<file path="src/design/bcu_pkg.sv">
// Types and constants shared by the binomial coefficient unit.
package bcu_pkg;

	localparam int OPND_W     = 8;
	localparam int COEF_W     = 63;
	localparam int PROD_W     = 72;
	localparam int DIGIT_W    = 8;
	localparam int DIV_CYCLES = PROD_W / DIGIT_W;
	localparam int CNT_W      = $clog2(DIV_CYCLES);

	localparam logic [COEF_W-1:0] COEF_LIMIT = {COEF_W{1'b1}};

	typedef struct packed {
		logic [OPND_W-1:0] n_value;
		logic [OPND_W-1:0] k_value;
	} item_in_t;

	typedef struct packed {
		logic [COEF_W-1:0] coefficient;
		logic              overflow;
	} item_out_t;

	typedef struct packed {
		logic              start;
		logic [PROD_W-1:0] dividend;
		logic [OPND_W-1:0] divisor;
	} div_req_t;

	typedef struct packed {
		logic              done;
		logic [PROD_W-1:0] quotient;
	} div_rsp_t;

endpackage

</file>
<file path="src/design/bcu_divider.sv">
// Sequential divider: restoring division, eight quotient bits per cycle.
module bcu_divider (
	input  logic              clk,
	input  logic              arst_n,
	input  bcu_pkg::div_req_t req,
	output bcu_pkg::div_rsp_t rsp
);

	logic [bcu_pkg::PROD_W-1:0] work_q;
	logic [bcu_pkg::OPND_W-1:0] div_q;
	logic [bcu_pkg::OPND_W-1:0] rem_q;
	logic [bcu_pkg::CNT_W-1:0]  cnt_q;
	logic                       run_q;
	logic                       done_q;

	logic [bcu_pkg::PROD_W-1:0] work_d;
	logic [bcu_pkg::OPND_W-1:0] rem_d;
	logic [bcu_pkg::OPND_W:0]   part;

	// Shift the dividend out MSB first; quotient bits enter at the bottom.
	always_comb begin
		work_d = work_q;
		rem_d  = rem_q;
		part   = '0;
		for (int j = 0; j < bcu_pkg::DIGIT_W; j++) begin
			part   = {rem_d, work_d[bcu_pkg::PROD_W-1]};
			work_d = {work_d[bcu_pkg::PROD_W-2:0], 1'b0};
			if (part >= {1'b0, div_q}) begin
				part      = part - {1'b0, div_q};
				work_d[0] = 1'b1;
			end
			rem_d = part[bcu_pkg::OPND_W-1:0];
		end
	end

	always_ff @(posedge clk or negedge arst_n) begin
		if (!arst_n) begin
			run_q  <= 1'b0;
			done_q <= 1'b0;
			cnt_q  <= '0;
		end else begin
			done_q <= 1'b0;
			if (req.start) begin
				run_q <= 1'b1;
				cnt_q <= '0;
			end else if (run_q) begin
				if (cnt_q == bcu_pkg::CNT_W'(bcu_pkg::DIV_CYCLES - 1)) begin
					run_q  <= 1'b0;
					done_q <= 1'b1;
				end
				cnt_q <= cnt_q + 1'b1;
			end
		end
	end

	always_ff @(posedge clk) begin
		if (req.start) begin
			work_q <= req.dividend;
			div_q  <= req.divisor;
			rem_q  <= '0;
		end else if (run_q) begin
			work_q <= work_d;
			rem_q  <= rem_d;
		end
	end

	assign rsp.done     = done_q;
	assign rsp.quotient = work_q;

endmodule

</file>
<file path="src/design/binomial_coefficient_unit.sv">
// Binomial coefficient unit: C(n,k) by repeated multiply and exact divide.
// Early result when k > n, n > MAX_N or min(k, n-k) = 0; otherwise m = min(k, n-k)
// multiply-and-divide steps run, ending early on overflow.
// Each step is a multiply state (S_MUL), then the divider in S_DIV, then the hand-back.
// One transaction at a time: busy stays high until the result strobe; no stall.
// Reset (arst_n low) returns the sequencer to idle and drops busy and done.
module binomial_coefficient_unit #(
	parameter int MAX_N = 255
) (
	input  logic               clk,
	input  logic               arst_n,
	input  logic               start,
	output logic               busy,
	input  bcu_pkg::item_in_t  operand,
	output logic               done,
	output bcu_pkg::item_out_t result
);

	localparam logic [1:0] S_IDLE = 2'd0;
	localparam logic [1:0] S_MUL  = 2'd1;
	localparam logic [1:0] S_DIV  = 2'd2;

	localparam logic [16:0] MAX_N_L = 17'(MAX_N);

	logic [1:0]                 state_q;
	logic [bcu_pkg::OPND_W-1:0] n_q;
	logic [bcu_pkg::OPND_W-1:0] m_q;
	logic [bcu_pkg::OPND_W-1:0] i_q;
	logic [bcu_pkg::COEF_W-1:0] prev_q;
	logic                       done_q;
	bcu_pkg::item_out_t         result_q;

	logic [bcu_pkg::OPND_W-1:0] diff;
	logic [bcu_pkg::OPND_W-1:0] m_new;
	logic [bcu_pkg::OPND_W-1:0] i_next;
	logic [bcu_pkg::OPND_W-1:0] factor;
	logic                       accept;
	bcu_pkg::div_req_t          div_req;
	bcu_pkg::div_rsp_t          div_rsp;

	assign accept = start && (state_q == S_IDLE);
	assign diff   = operand.n_value - operand.k_value;
	assign m_new  = (operand.k_value < diff) ? operand.k_value : diff;
	assign i_next = i_q + 1'b1;
	assign factor = n_q - i_q;

	// prev * (n - i) is always a multiple of i + 1.
	assign div_req.start    = (state_q == S_MUL);
	assign div_req.dividend = bcu_pkg::PROD_W'(prev_q) * bcu_pkg::PROD_W'(factor);
	assign div_req.divisor  = i_next;

	bcu_divider u_div (
		.clk    (clk),
		.arst_n (arst_n),
		.req    (div_req),
		.rsp    (div_rsp)
	);

	always_ff @(posedge clk or negedge arst_n) begin
		if (!arst_n) begin
			state_q <= S_IDLE;
			done_q  <= 1'b0;
		end else begin
			done_q <= 1'b0;
			unique case (state_q)
				S_IDLE: begin
					if (accept) begin
						if ({9'd0, operand.n_value} > MAX_N_L) begin
							done_q <= 1'b1;
						end else if (operand.k_value > operand.n_value) begin
							done_q <= 1'b1;
						end else if (m_new == '0) begin
							done_q <= 1'b1;
						end else begin
							state_q <= S_MUL;
						end
					end
				end
				S_MUL: begin
					state_q <= S_DIV;
				end
				S_DIV: begin
					if (div_rsp.done) begin
						if ((|div_rsp.quotient[bcu_pkg::PROD_W-1:bcu_pkg::COEF_W])
								|| (i_next == m_q)) begin
							state_q <= S_IDLE;
							done_q  <= 1'b1;
						end else begin
							state_q <= S_MUL;
						end
					end
				end
				default: begin
					state_q <= S_IDLE;
				end
			endcase
		end
	end

	always_ff @(posedge clk) begin
		if (accept) begin
			n_q    <= operand.n_value;
			m_q    <= m_new;
			i_q    <= '0;
			prev_q <= bcu_pkg::COEF_W'(1);
			if ({9'd0, operand.n_value} > MAX_N_L) begin
				result_q.coefficient <= '0;
				result_q.overflow    <= 1'b1;
			end else if (operand.k_value > operand.n_value) begin
				result_q.coefficient <= '0;
				result_q.overflow    <= 1'b0;
			end else begin
				result_q.coefficient <= bcu_pkg::COEF_W'(1);
				result_q.overflow    <= 1'b0;
			end
		end else if ((state_q == S_DIV) && div_rsp.done) begin
			prev_q <= div_rsp.quotient[bcu_pkg::COEF_W-1:0];
			i_q    <= i_next;
			// Values only grow from here, so stop at the first one past the limit.
			if (|div_rsp.quotient[bcu_pkg::PROD_W-1:bcu_pkg::COEF_W]) begin
				result_q.coefficient <= bcu_pkg::COEF_LIMIT;
				result_q.overflow    <= 1'b1;
			end else begin
				result_q.coefficient <= div_rsp.quotient[bcu_pkg::COEF_W-1:0];
				result_q.overflow    <= 1'b0;
			end
		end
	end

	assign busy   = (state_q != S_IDLE);
	assign done   = done_q;
	assign result = result_q;

endmodule

</file>
<file path="config.mk">
export PLATFORM = sky130hd
export DESIGN_NAME = binomial_coefficient_unit
export DESIGN_NICKNAME = d
export VERILOG_FILES = /design/src/design/bcu_pkg.sv /design/src/design/bcu_divider.sv /design/src/design/binomial_coefficient_unit.sv
export SDC_FILE = /design/constraint.sdc
export NUM_CORES = 2
export LEC_CHECK = 0
export CAP_MARGIN = 20
export CORE_UTILIZATION = 49
export CTS_BUF_LIST = sky130_fd_sc_hd__clkbuf_4 sky130_fd_sc_hd__clkbuf_8
export DETAILED_ROUTE_END_ITERATION = 6
export DONT_BUFFER_PORTS = 1
export SYNTH_ARGS = -nofsm -noshare
export SYNTH_HDL_FRONTEND = slang
export SYNTH_SLANG_ARGS = --single-unit
</file>
<file path="constraint.sdc">
create_clock -name clk -period 22.2 [get_ports clk]
set_input_delay 2.22 -clock clk [delete_from_list [all_inputs] [get_ports clk]]
set_output_delay 2.22 -clock clk [all_outputs]
set_load 0.005 [all_outputs]
</file>
# [Word-level counts from Yosys, hierarchy flattened]
# Index checks and enable logic that the tools add are counted.
[word_totals] ff_bits=248 input_bits=19 out_inout_bits=66 word_cells=99
[classes] n_addsub=12 n_mul=1 magnitude_cmp=10 n_eq_ne=8 muxes=43 reduce_logical=10
[ops] operator="2-to-1 mux 64 bit" count=3
[ops] operator="2-to-1 mux 71 bit" count=2
[ops] operator="subtractor 8 bit" count=10
[ops] operator="greater-or-equal comparator 9 x 8 -> 1 bit" count=8
[ops] operator="2-to-1 mux 8 bit" count=9
[ops] operator="multiplier 63 x 8 -> 71 bit" count=1
[ops] operator="2-to-1 mux 1 bit" count=20
[ops] operator="2-to-1 mux 2 bit" count=5
[ops] operator="OR reduction 9 bit" count=1
[ops] operator="adder 8 x 1 -> 8 bit, second input constant" count=1
[ops] operator="equality test 8 bit" count=1
[ops] operator="> comparator 8 bit" count=1
[ops] operator="logical NOT 8 bit" count=1
[ops] operator="less-than comparator 8 bit" count=1
[ops] operator="2-to-1 mux 4 bit" count=2
[ops] operator="inequality test 2 bit, second input constant" count=3
[ops] operator="one-hot mux 2 bit (3 select lines)" count=1
[ops] operator="nonzero test 2 bit" count=3
[ops] operator="adder 4 x 1 -> 4 bit, second input constant" count=1
[ops] operator="equality test 4 bit, second input constant" count=1
[ops] operator="AND reduction 4 bit" count=1
[ops] operator="equality test 2 x 1 -> 1 bit, second input constant" count=1
[ops] operator="equality test 2 bit, second input constant" count=1
[ops] operator="logical AND 1 bit" count=2
[ops] operator="other kinds (4)" count=4

# [Longest topological paths before layout]
[logic_depth] depth_word=18 depth_mapped=90 depth_no_buf=88

# [Modules after synthesis]
# A second synthesis with hierarchy kept.
[unflattened] hier_cells=3093 area_unflattened_um2=29625.9
[modules_own_cells] module="binomial_coefficient_unit" instances=1 cells_per_inst=2388 area_per_inst_um2=22176.3
[modules_own_cells] module="bcu_divider" instances=1 cells_per_inst=705 area_per_inst_um2=7449.6

# [Worst setup path before layout]
# Ideal clock, no wire load.
[synth_path] path_kind="reg2reg" start="register u_div.div_q[1] in the netlist's numbering" end="register u_div.rem_q[2] in the netlist's numbering" setup_time_ns=0.062 t_arrival_ns=17.254 required_time_ns=22.138 setup_slack_ns=4.884 path_stages_with_launch=83 path_buffers=2 synth_period_minus_slack_ns=17.316 cell_sequence="edfxtp_1 > inv_1 > ha_1 > a21oi_1 > o2111a_2 > nor2_2 > mux2_2 > ha_1 > o21a_1 > o31a_1 > o31ai_2 > a21oi_1 > nor2_1 > mux2_2 > ha_1 > a21o_1 > a21oi_1 > a21oi_1 > [... 47 more ...] > a21o_2 > a21oi_1 > o211ai_1 > o31ai_4 > mux2i_1 > ha_1 > a21o_1 > a21o_2 > a21o_1 > a21o_1 > a21o_1 > a21oi_1 > o21ai_0 > a21o_1 > a211o_1 > buf_6 > or3b_1 > nand3_1"
[synth_between] elab_chain_cells=16 elab_cells_between_ends=24
[synth_lines] element="start: declaration" line_no="bcu_divider.sv:10" source="logic [bcu_pkg::OPND_W-1:0] div_q;"
[synth_lines] element="start signal: assignment" line_no="bcu_divider.sv:59" source="div_q <= req.divisor;"
[synth_lines] element="subtractor 8 bit or greater-or-equal comparator 9 x 8 -> 1 bit (tied branches)" line_no="bcu_divider.sv:29, bcu_divider.sv:28"
[synth_lines] element="2-to-1 mux 8 bit" line_no="bcu_divider.sv:28" source="if (part >= {1'b0, div_q}) begin"
[synth_lines] element="subtractor 8 bit or greater-or-equal comparator 9 x 8 -> 1 bit (tied branches)" line_no="bcu_divider.sv:29, bcu_divider.sv:28"
[synth_lines] element="2-to-1 mux 8 bit" line_no="bcu_divider.sv:28"
[synth_lines] element="subtractor 8 bit or greater-or-equal comparator 9 x 8 -> 1 bit (tied branches)" line_no="bcu_divider.sv:29, bcu_divider.sv:28"
[synth_lines] element="2-to-1 mux 8 bit" line_no="bcu_divider.sv:28"
[synth_lines] element="subtractor 8 bit or greater-or-equal comparator 9 x 8 -> 1 bit (tied branches)" line_no="bcu_divider.sv:29, bcu_divider.sv:28"
[synth_lines] element="2-to-1 mux 8 bit" line_no="bcu_divider.sv:28"
[synth_lines] element="subtractor 8 bit or greater-or-equal comparator 9 x 8 -> 1 bit (tied branches)" line_no="bcu_divider.sv:29, bcu_divider.sv:28"
[synth_lines] element="2-to-1 mux 8 bit" line_no="bcu_divider.sv:28"
[synth_lines] element="subtractor 8 bit or greater-or-equal comparator 9 x 8 -> 1 bit (tied branches)" line_no="bcu_divider.sv:29, bcu_divider.sv:28"
[synth_lines] element="2-to-1 mux 8 bit" line_no="bcu_divider.sv:28"
[synth_lines] element="subtractor 8 bit or greater-or-equal comparator 9 x 8 -> 1 bit (tied branches)" line_no="bcu_divider.sv:29, bcu_divider.sv:28"
[synth_lines] element="2-to-1 mux 8 bit" line_no="bcu_divider.sv:28"
[synth_lines] element="greater-or-equal comparator 9 x 8 -> 1 bit or subtractor 8 bit (tied branches)" line_no="bcu_divider.sv:28, bcu_divider.sv:29"
[synth_lines] element="2-to-1 mux 8 bit *" line_no="bcu_divider.sv:28"
[synth_lines] element="end signal: assignment" line_no="bcu_divider.sv:63" source="rem_q <= rem_d;"
[synth_lines] element="end: declaration" line_no="bcu_divider.sv:11" source="logic [bcu_pkg::OPND_W-1:0] rem_q;"
# Every way passes the cells marked *; elsewhere a longest branch is shown, timed or not.
# A chain may end at the register's enable or synchronous reset.

# [Worst setup path after layout]
# Ends and elaborated chain as after synthesis.

==> run_results.csv <==
group,metric,value,unit
clock_network,htreeDepth,2,
timing,layout_min_cycle_time,20280,ps
synth,ys.flop_type,"edfxtp_1",
synth,synth_cells,3007,
grt,grt_pass1_wl,122000,um
floorplan,die_w,243,um
synth,synth.area.top_cells,"fa_1, edfxtp_1, ha_1, dfxtp_1, nand2_1",
synth,yosysSeqAreaShare,0.232,
synth,yosys.area.top_type,"fa_1",
clock_network,clk_path_buf_depth,3,
timing,skew,42.0,ps
clock_network,cts-root-buf,"clkbuf_8",
placed_design,place_hpwl,55200,um
placed_design,dp_slack,2110,ps
synth,synth_seq_cells,248,
grt,grt_use_total,0.261,
timing,max_freq,49.3,MHz
setup_path,worstSetupPathType,"flip-flop to flip-flop",
floorplan,dieArea,0.0589,mm2
clock_network,numCtsBuffers,45,
detailed_routing,wl_met2,34500,um
timing,hold_viol,0,
detailed_routing,top_layer,"met4",
timing,drv_slew,0,
clock_network,hold_buffers,0,
grt,antenna_found_initial,0,
layout,fin_util,0.530,
setup_path,slowest_stage,"edfxtp_1",
layout,nets,3524,
synth,synth_common_cells,"nand2_1, fa_1, inv_1",
placed_design,gp_congestion,0.960,
timing,min_period_over_period,0.914,
clock_network,cts_tree,"built",
timing,max_slew_margin,0.276,
layout,final_area,0.0301,mm2
clock_network,post_cts_resized,0,
setup_path,path_common_cell,"o21ai_0",
detailed_routing,first_pass_iters,5,
clock_network,insertion_delay,650,ps
layout,drive_above_1_share,0.0576,
run_status,outcome,"completed",
floorplan,core_area,0.0568,mm2
layout,area_growth,6.01,%
timing,finalSetupViolations,0,
synth,yosysWarnings,0,
clock_network,cts_setup_buffers,0,
synth,syn_nets,3583,
clock_network,clk_pin_slew,60,ps
clock_network,cts_num_sinks,248,
synth,yosysMostFrequentCell,"nand2_1",
detailed_routing,drtAntennaViolNets,0,
floorplan,start_util,0.500,
grt,grt_pass1_vias,22300,
timing,worst_slew_pin_slew,1090,ps
floorplan,fp.dieH,243,um
detailed_routing,wl_met3,4250,um
synth,synth_cell_types,88,
synth,syn_area,0.0284,mm2
flow_run,cap_violations,0,
floorplan,fp-row-count,87,
synth,synth.avg_cell_area,9.45,um2
detailed_routing,vias_per_cell,5.67,
detailed_routing,routed_wl,74600,um
detailed_routing,wl_per_cell,19.9,um
setup_path,reg2reg_depth,78,
setup_path,crit_arrival,20840,ps
setup_path,critical_path.max_fanout,11,
setup_path,slowest_delay,650,ps
setup_path,cp.required,22760,ps
synth,synth-async-reset-ratio,0.0363,
detailed_routing,dr.first_iter.drc_count,1337,
synth,synth_top_area_share,0.265,
placed_design,io_buffers,0,
setup_path,start_kind,"flip-flop",
placed_design,dpl_cell_area,0.0291,mm2
grt,gr-total-overflow,0,
hold_path,hold_path.class,"flip-flop to flip-flop",
detailed_routing,vias,21200,
setup_path,cp-end-kind,"flip-flop",
hold_path,holdPathStages,1,
synth,synth_edf_count,159,
grt,grt_max_degree,81,
timing,fin_tns_setup,0,ps
detailed_routing,wl_met1,34100,um
timing,fin_ws,1920,ps
timing,rsz0062_at_grt,"false",
floorplan,io-pin-count,85,
detailed_routing,drc,0,
[critical path, delay by kind of cell (launching register included)]
kind	cells	cell delay, ps
AND/OR/NAND/NOR	14	4280
multiplexers	5	1920
adder cells (fa/ha/maj)	8	2600
buffers and inverters	3	570
flip-flops	1	650
AO/OA/AOI/OAI	48	10180
[stage by stage]
| stage | instances | hold slack (ps) |
|---|---|---|
| 6_report | 3742 | 490 |
| 5_1_grt | 3741 | 538 |
| 4_1_cts | 3741 | 493 |
| 3_5_place_dp | 3657 | 468 |
| 3_3_place_gp | 3657 | 461 |
| 2_1_floorplan | 3007 | 436 |
[worst paths after layout]
kind | start | to | slack (ps)
min | u_div.done_q$_DFF_PN0_ | state_q[1]$_DFFE_PN0P_ | 490
min in group asynchronous | arst_n | u_div.cnt_q[2]$_DFFE_PN0P_ | 1260
max | u_div.div_q[1]$_DFFE_PP_ | u_div.rem_q[2]$_SDFFE_PP0P_ | 1920
max reg2reg | u_div.div_q[1]$_DFFE_PP_ | u_div.rem_q[2]$_SDFFE_PP0P_ | 1920
max in group asynchronous | arst_n | state_q[1]$_DFFE_PN0P_ | 20850
min reg2reg | u_div.done_q$_DFF_PN0_ | state_q[1]$_DFFE_PN0P_ | 490
[registers in the layout (all words and copies together) (netlist names)]
name,cells
done,1
i_q,8
state_q,2
u_div.run_q,1
u_div.done_q,1
u_div.div_q,8
n_q,8
result,64
prev_q,63
u_div.rem_q,8
u_div.work_q,72
m_q,8
u_div.cnt_q,4
[routing by layer]
layer,up-vias,GRT usage
met5,-,0
met4,0,0.0703
met3,110,0.0349
met2,581,0.419
met1,10700,0.371
li1,9788,-
[final cells by class]
cell class	instances	area (um2)
Timing Repair Buffer	18	135
Tap cell	756	946
Antenna cell	1	2.50
Inverter	354	1330
Fill cell	5263	26700
Sequential cell	248	6600
Multi-Input combinational cell	2281	20100
Clock buffer	56	714
Clock inverter	28	310
[cells by family (layout without fill, tap and decap cells)]
family / after synthesis / after routing / synth area share
simple gates: 1014 / 1014 / 0.172
other cells: 0 / 1 / 0
compound gates: 538 / 538 / 0.130
mux: 49 / 49 / 0.0187
buf+inv: 478 / 456 / 0.0649
flops: 248 / 248 / 0.232
xor+xnor: 123 / 123 / 0.0379
fa+ha+maj: 557 / 557 / 0.345
[placed cells by master (no fill, tap or decap), drive strengths merged, types with 5 or more instances in the layout]
master  netlist  routed
dfxtp        80      80
nand3b        5       5
nor3         20      20
nor2b        32      32
a211oi       12      12
or3          11      11
mux2i        23      23
o22ai         7       7
xor2         48      48
dfrtp         9       9
a22o         62      62
inv         353     354
a31oi         9       9
ha          181     181
nand4        28      28
a21oi       110     110
nand2       382     382
xnor2        75      75
o21bai       13      13
bufinv        0       6
fa          376     376
o31ai        10      10
clkinv        1      20
edfxtp      159     159
nor4          6       6
o21a         20      20
o21ai       144     144
o211ai        8       8
a21o         94      94
clkbuf      107      56
nand3        27      27
a21boi        6       6
and2        201     201
nor2        199     199
buf          16      18
nand2b       77      77
mux2         26      26
and3         10      10
Power is left out: the tool's default activity adds up to more than one toggle a clock period on the data nets, which glitch-free logic cannot reach.
